**src/hdl/spectral_energy_beat_detector_macros.svh**
```systemverilog
// Assertion helpers used by the top-level RTL file.
`ifndef SPECTRAL_ENERGY_BEAT_DETECTOR_MACROS_SVH
`define SPECTRAL_ENERGY_BEAT_DETECTOR_MACROS_SVH
`ifndef SYNTHESIS
`define SEBD_ASSERT_NOW(lbl, clk, rst_n, ante, cons) \
  lbl: assert property (@(posedge clk) disable iff (!rst_n) (ante) |-> (cons)) \
    else $error("sebd: same-cycle check failed");
`define SEBD_ASSERT_NEXT(lbl, clk, rst_n, ante, cons) \
  lbl: assert property (@(posedge clk) disable iff (!rst_n) (ante) |=> (cons)) \
    else $error("sebd: next-cycle check failed");
`else
`define SEBD_ASSERT_NOW(lbl, clk, rst_n, ante, cons)
`define SEBD_ASSERT_NEXT(lbl, clk, rst_n, ante, cons)
`endif
`endif

```
**src/hdl/sebd_pkg.sv**
```systemverilog
package sebd_pkg;

  localparam int MaxBinsDef = 512;
  localparam int HistoryDef = 64;

  localparam int BinCntW  = 10;
  localparam int GainW    = 12;
  localparam int CfgDataW = 12;
  localparam int CfgIdxW  = 1;
  localparam int SampleW  = 16;
  localparam int EnergyW  = 17;
  localparam int OutW     = 32;
  localparam int AccW     = EnergyW + BinCntW;

  localparam logic [BinCntW-1:0] BinCountRst = 10'd64;
  localparam logic [GainW-1:0]   BeatGainRst = 12'd486;

  localparam logic [CfgIdxW-1:0] CfgBinCount = 1'b0;
  localparam logic [CfgIdxW-1:0] CfgBeatGain = 1'b1;

  typedef struct packed {
    logic signed [SampleW-1:0] bin_real;
    logic signed [SampleW-1:0] bin_imag;
  } bin_t;

  typedef struct packed {
    logic            beat;
    logic [OutW-1:0] frame_energy;
    logic [OutW-1:0] history_average;
  } res_t;

  function automatic logic [SampleW-1:0] mag_of(input logic signed [SampleW-1:0] x);
    logic [SampleW-1:0] m;
    m = x[SampleW-1] ? (~x + 1'b1) : x;
    return m;
  endfunction

endpackage

```
**src/hdl/sebd_stream_if.sv**
```systemverilog
interface sebd_stream_if #(
  parameter type T = logic
);
  logic valid;
  logic ready;
  T     data;

  modport source (output valid, output data, input ready);
  modport sink (input valid, input data, output ready);
endinterface

```
**src/hdl/spectral_energy_beat_detector.sv**
```systemverilog
// Spectral energy beat detector.
// bin_i takes one complex spectrum bin per beat (signed Q1.15 real and imaginary parts).
// res_o gives one beat per frame: beat flag, frame energy and history average.
// Registers are written through cfg_we_i / cfg_idx_i / cfg_wdata_i: index 0 is
// bin_count, index 1 is beat_gain (Q4.8); write them only while the block is idle.
// Each bin is taken in the idle state, then makes four passes through the shared
// 23x16-bit multiplier (two squarings per part, then accumulate).
// The last bin of a frame then runs the shared restoring divider twice, one
// quotient bit per cycle over AccW (27) bits, plus the multiplier twice for the
// threshold compare; the first frame skips the average, so it runs the divider
// once and skips the compare.
// bin_i.ready is high only while the sequencer is idle.
// The result sits in an output register; the next bins are taken while it waits,
// and the sequencer holds in its update step only if a new result is due before
// res_o.ready has taken the previous one.
// Reset clears the accumulator, bin counter, history ring (valid bits), running
// sum and frame count, loads bin_count = 64 and beat_gain = 486, and empties res_o.
`include "spectral_energy_beat_detector_macros.svh"
module spectral_energy_beat_detector import sebd_pkg::*; #(
  parameter int MAX_BINS = MaxBinsDef,
  parameter int HISTORY  = HistoryDef
) (
  input  logic                clk_i,
  input  logic                rst_ni,
  input  logic                cfg_we_i,
  input  logic [CfgIdxW-1:0]  cfg_idx_i,
  input  logic [CfgDataW-1:0] cfg_wdata_i,
  sebd_stream_if.sink         bin_i,
  sebd_stream_if.source       res_o
);

  localparam int HistDepth = HISTORY - 1;
  localparam int CntHW     = $clog2(HISTORY);
  localparam int PtrW      = (HistDepth > 1) ? $clog2(HistDepth) : 1;
  localparam int WsW       = EnergyW + CntHW;
  localparam int MulAW     = WsW;
  localparam int MulBW     = SampleW;
  localparam int PW        = MulAW + MulBW;

  localparam logic [BinCntW-1:0] MaxBinsC =
    (MAX_BINS >= (1 << BinCntW)) ? {BinCntW{1'b1}} : BinCntW'(MAX_BINS);

  localparam int StW = 4;
  localparam logic [StW-1:0] S_IDLE  = 4'd0;
  localparam logic [StW-1:0] S_SQ_IM = 4'd1;
  localparam logic [StW-1:0] S_P4_RE = 4'd2;
  localparam logic [StW-1:0] S_P4_IM = 4'd3;
  localparam logic [StW-1:0] S_ACC   = 4'd4;
  localparam logic [StW-1:0] S_DIV_E = 4'd5;
  localparam logic [StW-1:0] S_DIV_A = 4'd6;
  localparam logic [StW-1:0] S_MUL_L = 4'd7;
  localparam logic [StW-1:0] S_MUL_R = 4'd8;
  localparam logic [StW-1:0] S_CMP   = 4'd9;
  localparam logic [StW-1:0] S_UPD   = 4'd10;

  logic [StW-1:0]     state_q, state_d;
  logic [BinCntW-1:0] bin_count_q;
  logic [GainW-1:0]   gain_q;
  logic [BinCntW-1:0] eff;

  logic [AccW-1:0]    acc_q, acc_d;
  logic [AccW-1:0]    acc_sum;
  logic [BinCntW-1:0] cnt_q, cnt_d;
  logic [BinCntW-1:0] cnt_inc;
  logic [WsW-1:0]     ws_q, ws_d;
  logic [PtrW-1:0]    ptr_q, ptr_d;
  logic [CntHW-1:0]   frames_q, frames_d;

  logic [SampleW-1:0] mag_im_q, mag_im_d;
  logic [14:0]        sq_re_q, sq_re_d;
  logic [14:0]        sq_im_q, sq_im_d;
  logic [EnergyW-1:0] energy_q, energy_d;
  logic [EnergyW-1:0] avg_q, avg_d;
  logic [PW-1:0]      lhs_q, lhs_d;
  logic               beat_q, beat_d;

  logic               out_vld_q, out_vld_d;
  res_t               out_q, out_d;
  logic               out_free;

  logic [MulAW-1:0]   mul_a;
  logic [MulBW-1:0]   mul_b;
  logic [PW-1:0]      mul_p;
  logic [14:0]        sq_sat;
  logic [14:0]        p4;

  logic               div_start;
  logic [AccW-1:0]    div_num;
  logic [BinCntW-1:0] div_den;
  logic               div_busy;
  logic [AccW-1:0]    div_quo;

  logic               hist_we;
  logic [EnergyW-1:0] hist_old;

  sebd_mul #(
    .AW(MulAW),
    .BW(MulBW)
  ) u_mul (
    .clk_i(clk_i),
    .a_i  (mul_a),
    .b_i  (mul_b),
    .p_o  (mul_p)
  );

  sebd_div #(
    .NumW(AccW),
    .DenW(BinCntW)
  ) u_div (
    .clk_i  (clk_i),
    .rst_ni (rst_ni),
    .start_i(div_start),
    .num_i  (div_num),
    .den_i  (div_den),
    .busy_o (div_busy),
    .quo_o  (div_quo)
  );

  sebd_hist #(
    .Depth(HistDepth),
    .AddrW(PtrW),
    .DataW(EnergyW)
  ) u_hist (
    .clk_i    (clk_i),
    .rst_ni   (rst_ni),
    .addr_i   (ptr_q),
    .wr_en_i  (hist_we),
    .wr_data_i(energy_q),
    .rd_data_o(hist_old)
  );

  always_comb begin
    if (bin_count_q == '0) begin
      eff = BinCntW'(1);
    end else if (bin_count_q > MaxBinsC) begin
      eff = MaxBinsC;
    end else begin
      eff = bin_count_q;
    end
  end

  assign sq_sat   = mul_p[30] ? 15'h7fff : mul_p[29:15];
  assign p4       = mul_p[29:15];
  assign acc_sum  = acc_q + AccW'(p4);
  assign cnt_inc  = cnt_q + 1'b1;
  assign out_free = !out_vld_q || res_o.ready;

  // shared multiplier operand select
  always_comb begin
    mul_a = '0;
    mul_b = '0;
    case (state_q)
      S_IDLE: begin
        mul_a = MulAW'(mag_of(bin_i.data.bin_real));
        mul_b = mag_of(bin_i.data.bin_real);
      end
      S_SQ_IM: begin
        mul_a = MulAW'(mag_im_q);
        mul_b = mag_im_q;
      end
      S_P4_RE: begin
        mul_a = MulAW'(sq_re_q);
        mul_b = MulBW'(sq_re_q);
      end
      S_P4_IM: begin
        mul_a = MulAW'(sq_im_q);
        mul_b = MulBW'(sq_im_q);
      end
      S_MUL_L: begin
        mul_a = MulAW'(energy_q);
        mul_b = MulBW'(frames_q);
      end
      S_MUL_R: begin
        mul_a = ws_q;
        mul_b = MulBW'(gain_q);
      end
      default: begin
        mul_a = '0;
        mul_b = '0;
      end
    endcase
  end

  always_comb begin
    state_d   = state_q;
    acc_d     = acc_q;
    cnt_d     = cnt_q;
    ws_d      = ws_q;
    ptr_d     = ptr_q;
    frames_d  = frames_q;
    mag_im_d  = mag_im_q;
    sq_re_d   = sq_re_q;
    sq_im_d   = sq_im_q;
    energy_d  = energy_q;
    avg_d     = avg_q;
    lhs_d     = lhs_q;
    beat_d    = beat_q;
    out_vld_d = out_vld_q && !res_o.ready;
    out_d     = out_q;
    div_start = 1'b0;
    div_num   = acc_sum;
    div_den   = eff;
    hist_we   = 1'b0;
    case (state_q)
      S_IDLE: begin
        if (bin_i.valid) begin
          mag_im_d = mag_of(bin_i.data.bin_imag);
          state_d  = S_SQ_IM;
        end
      end
      S_SQ_IM: begin
        sq_re_d = sq_sat;
        state_d = S_P4_RE;
      end
      S_P4_RE: begin
        sq_im_d = sq_sat;
        state_d = S_P4_IM;
      end
      S_P4_IM: begin
        acc_d   = acc_sum;
        state_d = S_ACC;
      end
      S_ACC: begin
        if (cnt_inc == '0 || cnt_inc >= eff) begin
          div_start = 1'b1;
          acc_d     = '0;
          cnt_d     = '0;
          state_d   = S_DIV_E;
        end else begin
          acc_d   = acc_sum;
          cnt_d   = cnt_inc;
          state_d = S_IDLE;
        end
      end
      S_DIV_E: begin
        if (!div_busy) begin
          energy_d = div_quo[EnergyW-1:0];
          if (frames_q == '0) begin
            avg_d   = '0;
            beat_d  = 1'b0;
            state_d = S_UPD;
          end else begin
            div_start = 1'b1;
            div_num   = AccW'(ws_q);
            div_den   = BinCntW'(frames_q);
            state_d   = S_DIV_A;
          end
        end
      end
      S_DIV_A: begin
        if (!div_busy) begin
          avg_d   = div_quo[EnergyW-1:0];
          state_d = S_MUL_L;
        end
      end
      S_MUL_L: begin
        state_d = S_MUL_R;
      end
      S_MUL_R: begin
        lhs_d   = {mul_p[PW-9:0], 8'b0};
        state_d = S_CMP;
      end
      S_CMP: begin
        beat_d  = lhs_q > mul_p;
        state_d = S_UPD;
      end
      S_UPD: begin
        if (out_free) begin
          out_vld_d             = 1'b1;
          out_d.beat            = beat_q;
          out_d.frame_energy    = OutW'(energy_q);
          out_d.history_average = OutW'(avg_q);
          hist_we               = 1'b1;
          ws_d                  = ws_q - WsW'(hist_old) + WsW'(energy_q);
          ptr_d = (ptr_q == PtrW'(HistDepth - 1)) ? '0 : ptr_q + 1'b1;
          if (frames_q != CntHW'(HistDepth)) begin
            frames_d = frames_q + 1'b1;
          end
          state_d = S_IDLE;
        end
      end
      default: begin
        state_d = S_IDLE;
      end
    endcase
  end

  always_ff @(posedge clk_i or negedge rst_ni) begin
    if (!rst_ni) begin
      bin_count_q <= BinCountRst;
      gain_q      <= BeatGainRst;
    end else if (cfg_we_i) begin
      case (cfg_idx_i)
        CfgBinCount: bin_count_q <= cfg_wdata_i[BinCntW-1:0];
        CfgBeatGain: gain_q      <= cfg_wdata_i[GainW-1:0];
        default: begin
        end
      endcase
    end
  end

  always_ff @(posedge clk_i or negedge rst_ni) begin
    if (!rst_ni) begin
      state_q   <= S_IDLE;
      acc_q     <= '0;
      cnt_q     <= '0;
      ws_q      <= '0;
      ptr_q     <= '0;
      frames_q  <= '0;
      out_vld_q <= 1'b0;
    end else begin
      state_q   <= state_d;
      acc_q     <= acc_d;
      cnt_q     <= cnt_d;
      ws_q      <= ws_d;
      ptr_q     <= ptr_d;
      frames_q  <= frames_d;
      out_vld_q <= out_vld_d;
    end
  end

  always_ff @(posedge clk_i) begin
    mag_im_q <= mag_im_d;
    sq_re_q  <= sq_re_d;
    sq_im_q  <= sq_im_d;
    energy_q <= energy_d;
    avg_q    <= avg_d;
    lhs_q    <= lhs_d;
    beat_q   <= beat_d;
    out_q    <= out_d;
  end

  assign bin_i.ready = (state_q == S_IDLE);
  assign res_o.valid = out_vld_q;
  assign res_o.data  = out_q;

  `SEBD_ASSERT_NEXT(a_accept_starts_bin, clk_i, rst_ni, bin_i.valid && bin_i.ready, state_q == S_SQ_IM)
  `SEBD_ASSERT_NOW(a_idle_div_quiet, clk_i, rst_ni, bin_i.ready, !div_busy)
  `SEBD_ASSERT_NOW(a_ptr_in_ring, clk_i, rst_ni, 1'b1, ptr_q <= PtrW'(HistDepth - 1))
  `SEBD_ASSERT_NEXT(a_update_loads, clk_i, rst_ni, state_q == S_UPD && out_free, res_o.valid && state_q == S_IDLE)

endmodule

```
**src/hdl/sebd_mul.sv**
```systemverilog
module sebd_mul import sebd_pkg::*; #(
  parameter int AW = EnergyW + $clog2(HistoryDef),
  parameter int BW = SampleW
) (
  input  logic            clk_i,
  input  logic [AW-1:0]   a_i,
  input  logic [BW-1:0]   b_i,
  output logic [AW+BW-1:0] p_o
);

  logic [AW+BW-1:0] p_q;

  always_ff @(posedge clk_i) begin
    p_q <= a_i * b_i;
  end

  assign p_o = p_q;

endmodule

```
**src/hdl/sebd_div.sv**
```systemverilog
module sebd_div import sebd_pkg::*; #(
  parameter int NumW = AccW,
  parameter int DenW = BinCntW
) (
  input  logic            clk_i,
  input  logic            rst_ni,
  input  logic            start_i,
  input  logic [NumW-1:0] num_i,
  input  logic [DenW-1:0] den_i,
  output logic            busy_o,
  output logic [NumW-1:0] quo_o
);

  localparam int CntW = $clog2(NumW + 1);

  logic            busy_q, busy_d;
  logic [CntW-1:0] cnt_q, cnt_d;
  logic [NumW-1:0] quo_q, quo_d;
  logic [DenW-1:0] rem_q, rem_d;
  logic [DenW-1:0] den_q, den_d;
  logic [DenW:0]   trial;
  logic [DenW:0]   diff;

  always_comb begin
    trial  = {rem_q, quo_q[NumW-1]};
    diff   = trial - {1'b0, den_q};
    busy_d = busy_q;
    cnt_d  = cnt_q;
    quo_d  = quo_q;
    rem_d  = rem_q;
    den_d  = den_q;
    if (start_i) begin
      busy_d = 1'b1;
      cnt_d  = CntW'(NumW);
      quo_d  = num_i;
      rem_d  = '0;
      den_d  = den_i;
    end else if (busy_q) begin
      if (trial >= {1'b0, den_q}) begin
        rem_d = diff[DenW-1:0];
        quo_d = {quo_q[NumW-2:0], 1'b1};
      end else begin
        rem_d = trial[DenW-1:0];
        quo_d = {quo_q[NumW-2:0], 1'b0};
      end
      cnt_d  = cnt_q - 1'b1;
      busy_d = (cnt_q != CntW'(1));
    end
  end

  always_ff @(posedge clk_i or negedge rst_ni) begin
    if (!rst_ni) begin
      busy_q <= 1'b0;
      cnt_q  <= '0;
    end else begin
      busy_q <= busy_d;
      cnt_q  <= cnt_d;
    end
  end

  always_ff @(posedge clk_i) begin
    quo_q <= quo_d;
    rem_q <= rem_d;
    den_q <= den_d;
  end

  assign busy_o = busy_q;
  assign quo_o  = quo_q;

endmodule

```
**src/hdl/sebd_hist.sv**
```systemverilog
module sebd_hist import sebd_pkg::*; #(
  parameter int Depth = HistoryDef - 1,
  parameter int AddrW = $clog2(HistoryDef - 1),
  parameter int DataW = EnergyW
) (
  input  logic             clk_i,
  input  logic             rst_ni,
  input  logic [AddrW-1:0] addr_i,
  input  logic             wr_en_i,
  input  logic [DataW-1:0] wr_data_i,
  output logic [DataW-1:0] rd_data_o
);

  logic [DataW-1:0] mem_q [Depth];
  logic [Depth-1:0] vld_q;
  logic [DataW-1:0] rd_q;
  logic             rd_vld_q;

  always_ff @(posedge clk_i) begin
    if (wr_en_i) begin
      mem_q[addr_i] <= wr_data_i;
    end
    rd_q <= mem_q[addr_i];
  end

  always_ff @(posedge clk_i or negedge rst_ni) begin
    if (!rst_ni) begin
      vld_q    <= '0;
      rd_vld_q <= 1'b0;
    end else begin
      if (wr_en_i) begin
        vld_q[addr_i] <= 1'b1;
      end
      rd_vld_q <= vld_q[addr_i];
    end
  end

  assign rd_data_o = rd_vld_q ? rd_q : '0;

endmodule

```
**src/flat_wrapper.sv**
```systemverilog
// flat-port wrapper written by rule: the top's interface ports become plain ports
module spectral_energy_beat_detector_flat import sebd_pkg::*;
#(
  parameter int MAX_BINS = MaxBinsDef,
  parameter int HISTORY  = HistoryDef
)
  (clk_i, rst_ni, cfg_we_i, cfg_idx_i, cfg_wdata_i, bin_i_valid, bin_i_data, bin_i_ready, res_o_valid, res_o_data, res_o_ready);
  sebd_stream_if #(.T(bin_t)) bin_i_i ();
  sebd_stream_if #(.T(res_t)) res_o_i ();
  input  logic clk_i;
  input  logic rst_ni;
  input  logic cfg_we_i;
  input  logic [CfgIdxW-1:0] cfg_idx_i;
  input  logic [CfgDataW-1:0] cfg_wdata_i;
  input wire logic [$bits(bin_i_i.valid)-1:0] bin_i_valid;
  input wire logic [$bits(bin_i_i.data)-1:0] bin_i_data;
  output wire logic [$bits(bin_i_i.ready)-1:0] bin_i_ready;
  output wire logic [$bits(res_o_i.valid)-1:0] res_o_valid;
  output wire logic [$bits(res_o_i.data)-1:0] res_o_data;
  input wire logic [$bits(res_o_i.ready)-1:0] res_o_ready;
  assign bin_i_i.valid = bin_i_valid;
  assign bin_i_i.data = bin_i_data;
  assign bin_i_ready = bin_i_i.ready;
  assign res_o_valid = res_o_i.valid;
  assign res_o_data = res_o_i.data;
  assign res_o_i.ready = res_o_ready;
  spectral_energy_beat_detector #(.MAX_BINS(MAX_BINS), .HISTORY(HISTORY)) u_core (.clk_i(clk_i), .rst_ni(rst_ni), .cfg_we_i(cfg_we_i), .cfg_idx_i(cfg_idx_i), .cfg_wdata_i(cfg_wdata_i), .bin_i(bin_i_i), .res_o(res_o_i));
endmodule
```
**config.mk**
```make
export PLATFORM = sky130hd
export DESIGN_NAME = spectral_energy_beat_detector_flat
export DESIGN_NICKNAME = d
export VERILOG_FILES = /design/src/hdl/sebd_pkg.sv /design/src/hdl/sebd_stream_if.sv /design/src/hdl/spectral_energy_beat_detector.sv /design/src/hdl/sebd_mul.sv /design/src/hdl/sebd_div.sv /design/src/hdl/sebd_hist.sv /design/src/flat_wrapper.sv
export VERILOG_INCLUDE_DIRS = /design/src /design/src/hdl
export SDC_FILE = /design/constraint.sdc
export NUM_CORES = 2
export LEC_CHECK = 0
export ABC_CLOCK_PERIOD_IN_PS = 20400
export CAP_MARGIN = 20
export CORE_UTILIZATION = 35
export DETAILED_ROUTE_END_ITERATION = 10
export DONT_BUFFER_PORTS = 1
export PLACE_DENSITY = 0.56
export SETUP_SLACK_MARGIN = 0.1
export SLEW_MARGIN = 20
export SYNTH_ARGS = -nofsm -noshare
export SYNTH_HDL_FRONTEND = slang
export SYNTH_SLANG_ARGS = --single-unit
```
**constraint.sdc**
```tcl
create_clock -name clk_i -period 20.4 [get_ports clk_i]
set_input_delay 5.1 -clock clk_i [delete_from_list [all_inputs] [get_ports clk_i]]
set_output_delay 5.1 -clock clk_i [all_outputs]
set_load 0.005 [all_outputs]
```
==> qor_table.md <==
| Metric | Value |
| --- | --- |
| Status | finished clean |
| Area of the multi-input gates | 27,350 um2 |
| CTS tree | yes |
| Synthesized area | 73,550 um2 |
| Post-Route Utilization | 0.3956 |
| Global placer's final weighted congestion | 0.9055 |
| Worst-path maximum fanout | 15 |
| Hold Slack | 426.3 ps |
| Post-synthesis register bit count | 1,490 |
| Clk Latency, worst-skew pair | 820 ps |
| Pin count of the biggest net entering global routing | 170 |
| Synthesized-area fraction occupied by xor and xnor cells | 0.01417 |
| Mean instance size in the synthesized netlist | 13.24 um2 |
| HPWL after DPL | 138.9 mm |
| TritonRoute pass-1 iters | 6 |
| Number of antenna violations at the first check in global routing | 10 |
| Violation count after the first detailed-route iteration | 4,833 |
| Residual DRC | 0 |
| I/O pin total | 117 |
| Count of endpoints failing hold in the final timing report | 0 |
| Data required time at the worst endpoint | 21,070 ps |
| Achievable Freq | 0.08147 GHz |
| Via count of the first global-routing pass | 46,480 |
| Adder-cell share of the synthesized area | 0.1204 |
| Final sum of negative setup slack | 0 ps |
| Total wirelength of the detailed-routed design | 217.2 mm |
| Area taken by flip-flops and latches | 43,260 um2 |
| Launching element type of the critical path | primary input |
| Postcts setup bufs | 0 |
| Worst setup path startpoint | bin_i_data[25] |
| R2r worst-path depth | 24 |
| Wire length of the first global-routing pass | 318.3 mm |
| Core box area | 207,900 um2 |
| Area share of and/or/nand/nor cells after synthesis | 0.07633 |
| NumNets Final | 6,187 |
| Final worst-path cycle share | 0.6017 |
| Reg-to-Reg End | u_core.u_mul.p_o[35]$_DFF_P_ |
| End point of the critical path | u_core.u_mul.p_o[35]$_DFF_P_ |
| Multiplexer share of the synthesized area | 0.05328 |
| Clock root buffer | clkbuf_16 |
| Library cells used by synthesis | 101 |
| Number of maximum-capacitance violations | 0 |
| Largest family of logic cells by synthesized area | adder cells |
| Syn Inst Count | 5,555 |
| Number of fillers in the final layout | 19,490 |
| Most used flip-flop cell after synthesis | edfxtp_1 |
| Critical Path End Type | flip-flop |
| Total overflow reported by the global router | 0 |
| Initial core utilization | 0.3538 |
| Portion of the post-synthesis area used by sequential elements | 0.5879 |
| Die Span X | 460.4 um |
| Post-synthesis compound-gate area fraction | 0.1001 |
| Max_slew headroom | 0.2005 |
| Crit Path Category | in2reg |
| Minimum period implied by the final worst setup slack | 12,280 ps |
| Post-synthesis async set-or-reset flop share | 0.1134 |
| Count of hold-fix buffers inserted at cts | 0 |
| EDFF count, synth | 1,255 |
| Sink Count | 1,490 |
| Transition time at the pin with the least slew margin | 1195 ps |
| Count of H-tree levels built during CTS | 4 |
| Slew Viols, Final | 0 |
| Routed vias | 46,580 |
| Ratio of cells with drive above 1 in the final layout | 0.1300 |
| Total clock buffers created by CTS | 157 |
| YS warnings | 0 |
| Tightest Hold Check Type | reg2reg |
| Total setup violations reported at the end of the flow | 0 |
| Reg clk slew, reported paths | 60 ps |
| DRT antenna net count | 0 |
| Die Height | 460.4 um |
| Number of placement rows | 167 |
| Worst r2r src | u_core.state_q[2]$_DFFE_PN0P_ |
| RSZ-0062 raised after global routing | no |
| Arr. time, crit path | 12,940 ps |
| Port Buffers | 0 |
| Resize count post-CTS | 0 |
| Worst setup skew after layout | 42.13 ps |
| Setup slack of the worst register-to-register path | 10,520 ps |
| Total Die Area | 212,000 um2 |
| Global-route usage over all layers | 0.2044 |
| Area grow syn2layout | 11.83% |
| Maximum root-to-sink buffer count | 3 |
| Wire length per cell after detailed routing | 25.44 um |
| Vias per Instance | 5.457 |
[cell type report]
class / count / area share
Multi-Input combinational cell: 3306 / 0.3325
Timing Repair Buffer: 154 / 0.01433
Clock inverter: 85 / 0.01031
Sequential cell: 1490 / 0.5259
Inverter: 507 / 0.02317
Tap cell: 2788 / 0.04241
Clock buffer: 205 / 0.05132
Antenna cell: 2 / 0.00006084
[routing by layer]
metal	track usage	vias up	share of wire
met5	0	-	0.000060
met4	0.06190	2	0.029
met3	0.04317	321	0.089
met2	0.3182	1991	0.45
met1	0.2851	24040	0.43
li1	-	20230	-
[logic make-up after synthesis]
| kind of cell | after synthesis |
|---|---|
| AOI/OAI and AO/OA | 1082 |
| xor gates and xnor gates | 119 |
| adders and majority gates | 521 |
| buffers and inverters | 815 |
| DFF | 1490 |
| muxes | 299 |
| other | 2 |
| and+or+nand+nor | 1227 |
[worst max-delay path, stage by stage]
cell	delay, ps
or4_1	580
o41ai_1	360
xor2_1	240
o22a_1	650
nand2_1	450
nand2_1	210
fa_1	480
fa_1	520
fa_1	510
inv_1	50
fa_1	500
fa_1	490
inv_1	50
fa_1	480
inv_1	60
ha_1	410
nand3_1	160
or4_4	560
o22ai_2	200
o221ai_2	170
nand3b_4	210
or3_1	340
o211a_1	140
[flip-flops by register name (all words and copies together) (netlist names), 16 cells and up]
register	cells
u_core.avg_q	17
u_core.acc_q	27
u_core.u_mul.p_o	39
u_core.u_hist.mem_q	1071
u_core.lhs_q	31
u_core.energy_q	17
u_core.u_hist.vld_q	63
u_core.u_hist.rd_q	17
u_core.u_div.quo_o	27
u_core.mag_im_q	16
u_core.ws_q	23
u_core.res_o.data	35
[metrics by stage]
stage	cell area, um2	instances	setup slack (ps)
final	82260	8537	8125
after global routing	82250	8536	7850
after CTS	82240	8534	8321
after detailed placement	77170	8244	7508
after global placement	77140	8244	7594
after floorplan	73760	5611	8496
[worst min path at each step]
| stage | from | endpoint | cells past startpoint |
|---|---|---|---|
| finish | u_core.avg_q[2]$_SDFFCE_PN0P_ | u_core.res_o.data[2]$_DFFE_PP_ | 0 |
| detailed placement | u_core.avg_q[14]$_SDFFCE_PN0P_ | u_core.res_o.data[14]$_DFFE_PP_ | 0 |
| CTS | u_core.avg_q[14]$_SDFFCE_PN0P_ | u_core.res_o.data[14]$_DFFE_PP_ | 0 |
| global placement | u_core.avg_q[13]$_SDFFCE_PN0P_ | u_core.res_o.data[13]$_DFFE_PP_ | 0 |
| floorplan | u_core.u_mul.p_o[0]$_DFF_P_ | u_core.lhs_q[8]$_DFFE_PN_ | 0 |
| global route | u_core.avg_q[16]$_SDFFCE_PN0P_ | u_core.res_o.data[16]$_DFFE_PP_ | 0 |
[synth_stat cells (55+ instances only)]
cell,instances,area share
edfxtp_1,1255,0.51
inv_1,504,0.026
nand2_1,470,0.024
nor2_1,353,0.018
fa_1,311,0.085
a21oi_1,263,0.018
ha_1,210,0.036
o21ai_0,180,0.012
dfrtp_1,162,0.055
a221oi_1,155,0.018
mux2i_1,135,0.018
clkbuf_1,117,0.0060
mux2_2,100,0.015
buf_2,96,0.0065
a22oi_1,90,0.0092
or2_2,73,0.0062
xnor2_1,71,0.0085
dfxtp_1,66,0.018
o22ai_1,65,0.0055
mux4_2,64,0.020
and2_1,59,0.0050
buf_4,56,0.0057
a22o_1,55,0.0065
[cells in the final DEF, fill, tap and decap left out, types with 73 or more instances in the layout]
cell	netlist	final
ha_1	210	210
a221oi_1	155	154
nor2_1	353	280
fa_1	311	311
mux2i_1	135	135
clkbuf_16	0	159
buf_4	56	151
edfxtp_1	1255	1255
a21oi_1	263	263
o21ai_0	180	180
inv_1	504	503
or2_2	73	73
dfrtp_1	162	159
a22oi_1	90	90
nand2_1	470	470
mux2_2	100	100
Power is left out: the tool's default activity adds up to more than one toggle a clock period on the data nets, which glitch-free logic cannot reach.
